--- src/design/bdlp_pkg.sv ---
// ----------------------------------------------------------------------------
// bdlp_pkg
// Types and constants shared by the button debounce and long-press modules.
// ----------------------------------------------------------------------------
package bdlp_pkg;

  // Fixed field and register widths.
  localparam int FieldWidth    = 5;
  localparam int DebounceWidth = 8;
  localparam int HoldWidth     = 16;
  localparam int CfgIndexWidth = 2;
  localparam int CfgDataWidth  = 16;

  // Default number of buttons in the bank.
  localparam int ButtonCountDefault = 5;

  // Register indexes on the configuration port.
  localparam logic [CfgIndexWidth-1:0] RegDebounceTicks  = 2'd0;
  localparam logic [CfgIndexWidth-1:0] RegLongPressTicks = 2'd1;

  // Register reset values.
  localparam logic [DebounceWidth-1:0] DebounceTicksReset  = 8'd20;
  localparam logic [HoldWidth-1:0]     LongPressTicksReset = 16'd1000;

  // Saturation limit of the hold timer.
  localparam logic [HoldWidth-1:0] HoldMax = {HoldWidth{1'b1}};

  // What one lane reports for one tick.
  typedef struct packed {
    logic short_press;
    logic long_press;
    logic held;
  } lane_result_t;

endpackage

--- src/design/bdlp_lane.sv ---
// ----------------------------------------------------------------------------
// bdlp_lane
// Debounce and press timing for one button; state advances on each accepted tick.
// ----------------------------------------------------------------------------
module bdlp_lane (
  input  logic                                clk_i,
  input  logic                                rst_ni,
  input  logic                                tick_i,
  input  logic                                level_i,
  input  logic [bdlp_pkg::DebounceWidth-1:0]  debounce_ticks_i,
  input  logic [bdlp_pkg::HoldWidth-1:0]      long_press_ticks_i,
  output bdlp_pkg::lane_result_t              result_o
);

  logic                               prev_q, prev_d;
  logic                               stable_q, stable_d;
  logic                               long_rep_q, long_rep_d;
  logic [bdlp_pkg::DebounceWidth-1:0] equal_q, equal_d;
  logic [bdlp_pkg::HoldWidth-1:0]     hold_q, hold_d;

  logic                               change;
  logic                               release_evt;
  logic [bdlp_pkg::HoldWidth-1:0]     hold_mid;
  logic                               long_rep_mid;
  logic                               long_evt;

  // Next state and this tick's report.
  always_comb begin
    // Run length of equal samples, saturating at the threshold.
    if (level_i == prev_q) begin
      equal_d = (equal_q < debounce_ticks_i) ? 8'(equal_q + 8'd1) : equal_q;
    end else begin
      equal_d = '0;
    end
    prev_d = level_i;

    // Accepted level change; a press restarts the hold timer.
    change       = (equal_d >= debounce_ticks_i) && (level_i != stable_q);
    release_evt  = change && level_i;
    hold_mid     = (change && !level_i) ? '0 : hold_q;
    long_rep_mid = release_evt ? 1'b0 : long_rep_q;
    stable_d     = change ? level_i : stable_q;

    // Timing while the debounced level is pressed.
    hold_d     = hold_mid;
    long_evt   = 1'b0;
    long_rep_d = long_rep_mid;
    if (!stable_d) begin
      if (hold_mid != bdlp_pkg::HoldMax) begin
        hold_d = hold_mid + 16'd1;
      end
      long_evt   = (hold_d >= long_press_ticks_i) && !long_rep_mid;
      long_rep_d = long_rep_mid | long_evt;
    end

    result_o.short_press = release_evt && (hold_q < long_press_ticks_i);
    result_o.long_press  = long_evt;
    result_o.held        = !stable_d;
  end

  // Control state of the lane.
  always_ff @(posedge clk_i or negedge rst_ni) begin
    if (!rst_ni) begin
      prev_q     <= 1'b1;
      stable_q   <= 1'b1;
      long_rep_q <= 1'b0;
      equal_q    <= '0;
      hold_q     <= '0;
    end else if (tick_i) begin
      prev_q     <= prev_d;
      stable_q   <= stable_d;
      long_rep_q <= long_rep_d;
      equal_q    <= equal_d;
      hold_q     <= hold_d;
    end
  end

endmodule

--- src/design/bdlp_merge.sv ---
// ----------------------------------------------------------------------------
// bdlp_merge
// Packs the lane reports into masks and holds them in a two-entry output queue.
// ----------------------------------------------------------------------------
module bdlp_merge #(
  parameter int LaneCount = bdlp_pkg::ButtonCountDefault
) (
  input  logic                               clk_i,
  input  logic                               rst_ni,
  input  logic                               push_i,
  input  bdlp_pkg::lane_result_t             results_i [LaneCount],
  output logic                               full_o,
  output logic                               out_valid_o,
  input  logic                               out_stall_i,
  output logic [bdlp_pkg::FieldWidth-1:0]    short_press_mask_o,
  output logic [bdlp_pkg::FieldWidth-1:0]    long_press_mask_o,
  output logic [bdlp_pkg::FieldWidth-1:0]    held_mask_o
);

  typedef struct packed {
    logic [bdlp_pkg::FieldWidth-1:0] short_mask;
    logic [bdlp_pkg::FieldWidth-1:0] long_mask;
    logic [bdlp_pkg::FieldWidth-1:0] held_mask;
  } masks_t;

  masks_t     merged;
  masks_t     head_q, head_d;
  masks_t     tail_q, tail_d;
  logic [1:0] count_q, count_d;
  logic       pop;

  // Combine the lanes; bits without a lane stay clear.
  always_comb begin
    merged = '0;
    for (int i = 0; i < LaneCount; i++) begin
      merged.short_mask[i] = results_i[i].short_press;
      merged.long_mask[i]  = results_i[i].long_press;
      merged.held_mask[i]  = results_i[i].held;
    end
  end

  assign pop = out_valid_o && !out_stall_i;

  // Queue update: the head is what the output shows.
  always_comb begin
    head_d  = head_q;
    tail_d  = tail_q;
    count_d = count_q;
    case ({push_i, pop})
      2'b10: begin
        if (count_q == 2'd0) begin
          head_d = merged;
        end else begin
          tail_d = merged;
        end
        count_d = count_q + 2'd1;
      end
      2'b01: begin
        head_d  = tail_q;
        count_d = count_q - 2'd1;
      end
      2'b11: begin
        if (count_q == 2'd1) begin
          head_d = merged;
        end else begin
          head_d = tail_q;
          tail_d = merged;
        end
      end
      default: begin
      end
    endcase
  end

  // Occupancy count.
  always_ff @(posedge clk_i or negedge rst_ni) begin
    if (!rst_ni) begin
      count_q <= '0;
    end else begin
      count_q <= count_d;
    end
  end

  // Payload entries.
  always_ff @(posedge clk_i) begin
    head_q <= head_d;
    tail_q <= tail_d;
  end

  assign full_o             = (count_q == 2'd2);
  assign out_valid_o        = (count_q != 2'd0);
  assign short_press_mask_o = head_q.short_mask;
  assign long_press_mask_o  = head_q.long_mask;
  assign held_mask_o        = head_q.held_mask;

endmodule

--- src/design/button_debounce_long_press_top.sv ---
// ----------------------------------------------------------------------------
// button_debounce_long_press_top
// Debounced button bank with short and long press reports, one lane per button.
// ----------------------------------------------------------------------------
// Usage:
//   Each input transaction is one sampling tick carrying raw_levels_i, one
//   active-low pin level per button. Every accepted tick yields exactly one
//   output transaction with the short-press, long-press and held masks.
//   The input is taken when in_valid_i is high and in_stall_o is low; the
//   output is taken when out_valid_o is high and out_stall_i is low.
//   All buttons are updated in parallel lanes in the accept cycle, so one
//   tick is accepted per cycle while in_stall_o is low; its result is registered.
//   Results wait in a two-entry output queue: while the receiver stalls, one
//   more tick is still accepted, after which in_stall_o rises.
//   Thresholds are written through the configuration port (index 0 for the
//   debounce count, 1 for the long-press count); cfg_ready_o is always high
//   and writes to other indexes are ignored. Write them only while idle.
//   Reset clears the queue, marks every button released and restores the
//   default thresholds of 20 and 1000 ticks.
// ----------------------------------------------------------------------------
module button_debounce_long_press_top #(
  parameter int ButtonCount = bdlp_pkg::ButtonCountDefault
) (
  input  logic                                clk_i,
  input  logic                                rst_ni,
  input  logic                                in_valid_i,
  output logic                                in_stall_o,
  input  logic [bdlp_pkg::FieldWidth-1:0]     raw_levels_i,
  output logic                                out_valid_o,
  input  logic                                out_stall_i,
  output logic [bdlp_pkg::FieldWidth-1:0]     short_press_mask_o,
  output logic [bdlp_pkg::FieldWidth-1:0]     long_press_mask_o,
  output logic [bdlp_pkg::FieldWidth-1:0]     held_mask_o,
  input  logic                                cfg_valid_i,
  output logic                                cfg_ready_o,
  input  logic [bdlp_pkg::CfgIndexWidth-1:0]  cfg_index_i,
  input  logic [bdlp_pkg::CfgDataWidth-1:0]   cfg_data_i
);

  // Buttons beyond the field width cannot show up in any mask.
  localparam int LaneCount =
    (ButtonCount < bdlp_pkg::FieldWidth) ? ButtonCount : bdlp_pkg::FieldWidth;

  logic [bdlp_pkg::DebounceWidth-1:0] debounce_ticks_q;
  logic [bdlp_pkg::HoldWidth-1:0]     long_press_ticks_q;
  logic                               tick;
  logic                               full;
  bdlp_pkg::lane_result_t             results [LaneCount];

  assign cfg_ready_o = 1'b1;
  assign in_stall_o  = full;
  assign tick        = in_valid_i && !full;

  // Threshold registers.
  always_ff @(posedge clk_i or negedge rst_ni) begin
    if (!rst_ni) begin
      debounce_ticks_q   <= bdlp_pkg::DebounceTicksReset;
      long_press_ticks_q <= bdlp_pkg::LongPressTicksReset;
    end else if (cfg_valid_i) begin
      if (cfg_index_i == bdlp_pkg::RegDebounceTicks) begin
        debounce_ticks_q <= cfg_data_i[bdlp_pkg::DebounceWidth-1:0];
      end
      if (cfg_index_i == bdlp_pkg::RegLongPressTicks) begin
        long_press_ticks_q <= cfg_data_i[bdlp_pkg::HoldWidth-1:0];
      end
    end
  end

  // One lane per button.
  for (genvar g = 0; g < LaneCount; g++) begin : gen_lane
    bdlp_lane u_lane (
      .clk_i              (clk_i),
      .rst_ni             (rst_ni),
      .tick_i             (tick),
      .level_i            (raw_levels_i[g]),
      .debounce_ticks_i   (debounce_ticks_q),
      .long_press_ticks_i (long_press_ticks_q),
      .result_o           (results[g])
    );
  end

  // Mask assembly and output queue.
  bdlp_merge #(
    .LaneCount (LaneCount)
  ) u_merge (
    .clk_i              (clk_i),
    .rst_ni             (rst_ni),
    .push_i             (tick),
    .results_i          (results),
    .full_o             (full),
    .out_valid_o        (out_valid_o),
    .out_stall_i        (out_stall_i),
    .short_press_mask_o (short_press_mask_o),
    .long_press_mask_o  (long_press_mask_o),
    .held_mask_o        (held_mask_o)
  );

endmodule

--- config.mk ---
export PLATFORM = sky130hd
export DESIGN_NAME = button_debounce_long_press_top
export DESIGN_NICKNAME = d
export VERILOG_FILES = /design/src/design/bdlp_pkg.sv /design/src/design/bdlp_lane.sv /design/src/design/bdlp_merge.sv /design/src/design/button_debounce_long_press_top.sv
export SDC_FILE = /design/constraint.sdc
export NUM_CORES = 1
export LEC_CHECK = 0
export BUFFER_PORTS_ARGS = -buffer_cell sky130_fd_sc_hd__buf_2
export CAP_MARGIN = 10
export CORE_ASPECT_RATIO = 1.4
export CORE_MARGIN = 4
export CORE_UTILIZATION = 60
export CTS_BUF_LIST = sky130_fd_sc_hd__clkbuf_2 sky130_fd_sc_hd__clkbuf_4 sky130_fd_sc_hd__clkbuf_8
export DETAILED_ROUTE_END_ITERATION = 10
export PLACE_DENSITY = 0.77
export REMOVE_ABC_BUFFERS = 1
export SLEW_MARGIN = 20
export SYNTH_ARGS = -nofsm -noshare
export SYNTH_HDL_FRONTEND = slang
export SYNTH_SLANG_ARGS = --single-unit
--- constraint.sdc ---
create_clock -name clk_i -period 19.55 [get_ports clk_i]
set_input_delay 2.9325 -clock clk_i [delete_from_list [all_inputs] [get_ports clk_i]]
set_output_delay 2.9325 -clock clk_i [all_outputs]
set_load 0.01 [all_outputs]
==> results of run 1 <==
cells by family (layout without fill, tap and decap cells):
| logic type | count (synthesis) | after routing |
|---|---|---|
| other cells | 1 | 1 |
| mux | 39 | 39 |
| buf+inv | 124 | 152 |
| flops | 191 | 191 |
| simple gates | 649 | 649 |
| fa+ha+maj | 246 | 246 |
| compound gates | 526 | 526 |
| xor+xnor | 97 | 97 |
synth_stat cells (11+ instances only):
master | number | share of area [%]
a211oi_1 | 13 | 0.59
a21o_1 | 45 | 2.0
a21oi_1 | 109 | 3.3
a22o_1 | 21 | 1.1
a31oi_1 | 17 | 0.64
and2_1 | 23 | 0.87
and3_1 | 25 | 0.95
and4_1 | 11 | 0.58
buf_2 | 12 | 0.36
clkbuf_1 | 42 | 0.95
dfrtp_1 | 143 | 22
dfstp_2 | 18 | 2.9
edfxtp_1 | 30 | 5.5
ha_1 | 246 | 19
inv_1 | 64 | 1.5
mux2_2 | 26 | 1.8
nand2_1 | 154 | 3.5
nand2b_1 | 32 | 1.2
nand3_1 | 54 | 1.6
nand4_1 | 44 | 1.7
nor2_1 | 194 | 4.4
nor2b_1 | 23 | 0.87
nor3_1 | 19 | 0.58
nor4_1 | 13 | 0.49
o211ai_1 | 11 | 0.50
o21a_1 | 21 | 0.95
o21ai_0 | 147 | 4.5
o21ai_1 | 14 | 0.42
o31ai_1 | 43 | 2.0
or3_1 | 18 | 0.68
xnor2_1 | 57 | 3.0
xor2_1 | 40 | 2.1
stage by stage:
| stage | setup slack [ns] | cells | total power [mW] | utilization, % | cell area, um2 |
|---|---|---|---|---|---|
| after floorplan | 11.48 | 1813 | 1.27 | - | 16300 |
| after global placement | 10.76 | 2234 | 1.51 | 63.1 | 17000 |
| after detailed placement | 10.65 | 2234 | 1.55 | 63.1 | 17000 |
| after CTS | 11.18 | 2266 | 1.82 | 64.6 | 17400 |
| after global routing | 10.63 | 2266 | 1.98 | 64.6 | 17400 |
| final | 11.10 | 2266 | 1.82 | 64.6 | 17400 |
layer usage:
metal  track usage, %  share of wire (%)  vias to the layer above
li1                 -                  -                     6981
met1             35.1                 41                     7096
met2             49.8                 49                      442
met3             3.64                4.9                      133
met4             14.8                4.3                        0
met5                0                  0                        -
area by class of cell:
type	count	area [um2]	area share, %
clock buffer	18	248	1.42
multi-input combinational	1558	11100	63.5
sequential	191	4950	28.4
tap	365	457	2.62
timing repair buffer	56	317	1.81
inverter	64	240	1.38
clock inverter	14	148	0.846
worst min-delay path, cell delays in order, from the launching register on:
cell     delay, ns
dfstp_2       0.40
nand2_1       0.05
nand2_1       0.05
where the power goes:
group | switching (mW) | leakage, nW | total, mW | internal (mW)
Combinational | 0.546 | 5.43 | 0.912 | 0.367
Sequential | 0.120 | 2.35 | 0.638 | 0.518
Clock | 0.161 | 0.205 | 0.271 | 0.110
Total | 0.828 | 7.99 | 1.82 | 0.994
worst max path at each step:
stage	slack (ns)	startpoint	to
CTS	11.18	raw_levels_i[4]	u_merge.long_press_mask_o[4]
detailed placement	10.65	raw_levels_i[4]	u_merge.long_press_mask_o[4]
floorplan	11.48	raw_levels_i[4]	u_merge.long_press_mask_o[4]
global route	10.63	raw_levels_i[4]	u_merge.long_press_mask_o[4]
global placement	10.76	raw_levels_i[4]	u_merge.long_press_mask_o[4]
finish	11.10	raw_levels_i[4]	u_merge.long_press_mask_o[4]
sequential cells by signal, indices dropped and copies added, names as in the netlist:
| name | cells |
|---|---|
| u_merge.tail_q | 15 |
| u_merge.count_q | 2 |
| gen_lane.u_lane.equal_q | 40 |
| gen_lane.u_lane.long_rep_q | 5 |
| u_merge.held_mask_o | 5 |
| debounce_ticks_q | 8 |
| gen_lane.u_lane.hold_q | 80 |
| gen_lane.u_lane.prev_q | 5 |
| long_press_ticks_q | 16 |
| u_merge.long_press_mask_o | 5 |
| gen_lane.u_lane.stable_q | 5 |
| u_merge.short_press_mask_o | 5 |
==> metrics, run 1 <==
post-route ant nets 0; Hold Path Class reg2reg; antenna violations before repair 0; Routability Congestion 0.904; Startpoint Class input pin; Crit path max-delay family simple AND/OR/NAND/NOR gates; CTS max path bufs 2; fmax 118 MHz; outcome finished clean; main flop type after synthesis dfrtp_1; Antenna Cells 0; crit path max fanout 31; core area 27000 um2; mux contribution to synthesized area 2.64%; Post-Route WL 43.1 mm; Max H-tree Level 4; clock period minus worst slack 8.45 ns; Final Hold Vio Count 0; crit-path max cell delay 0.67 ns; Gate Count Post-Synth 1873; worst r2r src debounce_ticks_q[1]; ratio of cells with drive above 1 in the final layout 8.89%; die area 30300 um2; first-pass GRT wire length 71.0 mm; largest net degree at the start of global routing 92; XOR/XNOR Fraction of Synth Area 5.14%; CTS Root Cell clkbuf_8; WHS Endpoint gen_lane[3].u_lane.prev_q; port bufs 44; synth-to-layout area growth 5.61%; WHS Path Cells 2; critical path class in2reg; commonest non-fill, non-tap cell in the layout ha_1; Syn. warnings 0; Synth async-reset ratio 84.3%; CTS tree built; die height 204 um; simple logic cell fraction of the synthesized area 19.4%; sequential share of the synthesized area 30.0%; Leak 7.99 nW; Starting Density 61.2%; Pre-antenna DRT Iters 5; worst reg2reg endpoint u_merge.long_press_mask_o[4]; DR vias 14700; Detailed Place HPWL 31.4 mm; clk_skew 0.0141 ns; gr usage total 28.8%; setup TNS 0 ns; Num Clock Sinks 191; endpoints failing setup 0; num rows 71; later-pin clock latency in the skew report 0.50 ns; via-per-instance ratio 6.47; Worst Max-Slew Pin Slew 0.974 ns; Adder-Cell Fraction of Synth Area 18.6%; Req. time, crit path 19.81 ns; Synth Register Bits 191; crit-path cells buf_2 > xor2_1 > nor2_1 > ha_1 > a2111oi_1 > o31ai_2 > and3b_1 > buf_4 > nor2b_1 > ha_1 > nand3_1 > or2_1 > nor2_1 > nand2_1 > or2_2 > a21oi_1 > ha_1 > nand2b_1 > a21o_1 > a211oi_1 > o21ai_0 > a21oi_1 > nor2_1 > a32o_1; R2R cell count 30; Pwr Density 104 nW/um2; main combinational cell family by area after synthesis compound AO/OA/AOI/OAI gates; CP Depth 24; WP data arrival 8.72 ns; Final #Nets 2162; Slew Viols, Final 0; Buf/Inv on CP 2; Post-synth EDFFs 30; number of CTS-inserted buffers 17; IR drop worst, VDD 0.0598 mV; Clock transition at path regs 0.11 ns; Hold Worst Slack 0.486 ns; fill count 2367; slowest library cell on the worst path xor2_1; HP Start gen_lane[3].u_lane.prev_q; reg2reg setup slack 11.65 ns; Starting DRT DRC Count 783; CTS resizes 0; Setup crit end kind flip-flop; Rel. slew slack 34.9%; Netlist Area Pre-Place 16500 um2; DR WL/cell 19.0 um; most frequent cells in the layout 246 x ha_1, 193 x nor2_1, 154 x nand2_1; DRC viols 0; vias in the first global route 14400; Die W 148 um; hold buffer count at cts 0; grt ovf 0; Ports 46; RSZ-0062 raised after global routing false; setup bufs post-CTS 0; Cell variety after synth 86; complex-gate fraction of the synthesized area 21.2%; Synth Area per Inst 8.82 um2; crit share post-route 43.2%; max_cap viols 0
Note: power is estimated with default switching activity, not from simulation.
==> inputs of run 2 (changes only) <==
Settings changed: ABC_AREA from default to 1, PLACE_DENSITY 0.77 to 0.8.
Clock period 19.55 ns to 7.4 ns, I/O delays scaled along.
==> metrics, run 2 <==
outcome finished clean; Hold Path Class in2async; die area 31300 um2; hold buffer count at cts 0; first-pass GRT wire length 73.4 mm; fill count 2423; number of CTS-inserted buffers 17; setup TNS 0 ns; IR drop worst, VDD 0.157 mV; Synth Register Bits 191; WP data arrival 6.70 ns; sequential share of the synthesized area 28.9%; Routability Congestion 0.965; most common cell in the netlist nand2_1; fmax 158 MHz; Cell variety after synth 51; Top Registers gen_lane.u_lane.hold_q (80), gen_lane.u_lane.equal_q (40), long_press_ticks_q (16); post-synth top area share 20.9%; Clock transition at path regs 0.11 ns; DR WL/cell 16.1 um; Ports 46; DRC viols 0; Detailed Place HPWL 33.6 mm; via-per-instance ratio 5.60; Req. time, crit path 7.78 ns; critical path class reg2reg; Slew Viols, Final 0; clock period minus worst slack 6.32 ns; Area after DPL 17600 um2; commonest non-fill, non-tap cell in the layout nand2_1; Hold Worst Slack 0.451 ns; Pre-antenna DRT Iters 7; grt ovf 0; ratio of cells with drive above 1 in the final layout 10.4%; Antenna Cells 0; clk_skew 0.0169 ns; Post-Route WL 45.0 mm; later-pin clock latency in the skew report 0.51 ns; Syn. warnings 0; Synth async-reset ratio 84.3%; Gate Count Post-Synth 2380; Yosys top cell by area dfrtp_1; largest net degree at the start of global routing 102; most frequent cells in the layout 709 x nand2_1, 303 x inv_1, 246 x ha_1; Synth Area per Inst 7.19 um2; crit-path max cell delay 0.54 ns; vias in the first global route 15300; core area 27800 um2; Post-synth EDFFs 30; post-route ant nets 0; gr usage total 29.1%; DP Worst Slack 1.16 ns; DR vias 15600; main flop type after synthesis dfrtp_1; Num Clock Sinks 191; Worst Max-Slew Pin Slew 1.03 ns; Die W 151 um; crit path max fanout 18; most instantiated cells after synthesis 709 x nand2_1, 303 x inv_1, 246 x ha_1; port bufs 44; die height 208 um; Reg with most FFs gen_lane.u_lane.hold_q; Final Hold Vio Count 0; Startpoint Class flip-flop; crit share post-route 85.4%; setup bufs post-CTS 0; num rows 72; most frequent CP cell nand2_1; CTS resizes 0; Final #Nets 2683; Leak 9.75 nW; synth top area cells dfrtp_1 21%, ha_1 18%, nand2_1 16%, inv_1 6.6%, edfxtp_1 5.3%; CTS max path bufs 2; Core Util, Final 64.7%; antenna violations before repair 0; endpoints failing setup 0; Pwr Density 242 nW/um2; slowest library cell on the worst path dfstp_2; Starting DRT DRC Count 898; Max H-tree Level 4; Netlist Area Pre-Place 17100 um2; max_cap viols 0; slack of the critical path 1.08 ns; RSZ-0062 raised after global routing false; Rel. slew slack 31.3%; Final Cell Area 18000 um2; Starting Density 61.5%; max reg flops 80; Setup crit end kind flip-flop; CTS Root Cell clkbuf_8; CTS tree built; synth-to-layout area growth 5.28%
-- run 2: area by class of cell --
type,instances,area [um2],share of cell area (%)
timing repair buffer,58,352,1.95
sequential,191,4950,27.5
inverter,312,1170,6.50
clock inverter,15,148,0.820
tap,370,463,2.57
multi-input combinational,1829,10700,59.4
clock buffer,17,234,1.30
-- run 2: where the power goes --
group          total, mW  switching (mW)  internal (mW)
logic               2.10            1.39          0.710
clock network      0.694           0.444          0.250
registers           1.57           0.223           1.35
-- run 2: final timing paths --
kind	cells after the start	end	startpoint	slack, ns
worst max-delay path	30	u_merge.long_press_mask_o[4]	debounce_ticks_q[4]	1.08
worst min-delay path	1	gen_lane[0].u_lane.equal_q[0]	rst_ni	0.45
worst max register to register	30	u_merge.long_press_mask_o[4]	debounce_ticks_q[4]	1.08
worst min register to register	2	gen_lane[3].u_lane.prev_q	gen_lane[3].u_lane.prev_q	0.47
max in group asynchronous	2	long_press_ticks_q[11]	rst_ni	5.83
min in group clk_i	2	gen_lane[3].u_lane.prev_q	gen_lane[3].u_lane.prev_q	0.47
-- run 2: cell families (layout without fill, tap and decap cells) --
| logic type | count (synthesis) | count (layout) | share of synthesized area (%) |
|---|---|---|---|
| AO/OA/AOI/OAI | 339 | 339 | 10.7 |
| adder cells (fa/ha/maj) | 246 | 246 | 18.0 |
| multiplexers | 1 | 1 | 0.0658 |
| other | 1 | 1 | 0.0219 |
| flip-flops | 191 | 191 | 28.9 |
| AND/OR/NAND/NOR | 1190 | 1190 | 31.0 |
| XOR/XNOR | 52 | 52 | 2.66 |
| buffers and inverters | 360 | 402 | 8.62 |
-- run 2: stage by stage --
| stage | total power, mW | cells |
|---|---|---|
| after detailed placement | 3.66 | 2759 |
| after global routing | 4.75 | 2792 |
| after floorplan | 3.00 | 2332 |
| after global placement | 3.56 | 2759 |
| final | 4.36 | 2792 |
| after CTS | 4.36 | 2791 |
-- run 2: worst max-delay path, delay by kind of cell, from the launching register on --
kind	cells	cell delay (ns)
simple gates	15	2.37
compound gates	7	1.56
fa+ha+maj	4	1.14
flops	1	0.54
buf+inv	4	0.53
-- run 2: routing by layer --
layer	GRT usage (%)	share of wire [%]	vias to the layer above
li1	-	-	7807
met1	34.4	40	7203
met2	50.8	50	481
met3	3.30	5.3	150
met4	15.8	5.2	0
met5	0	0	-
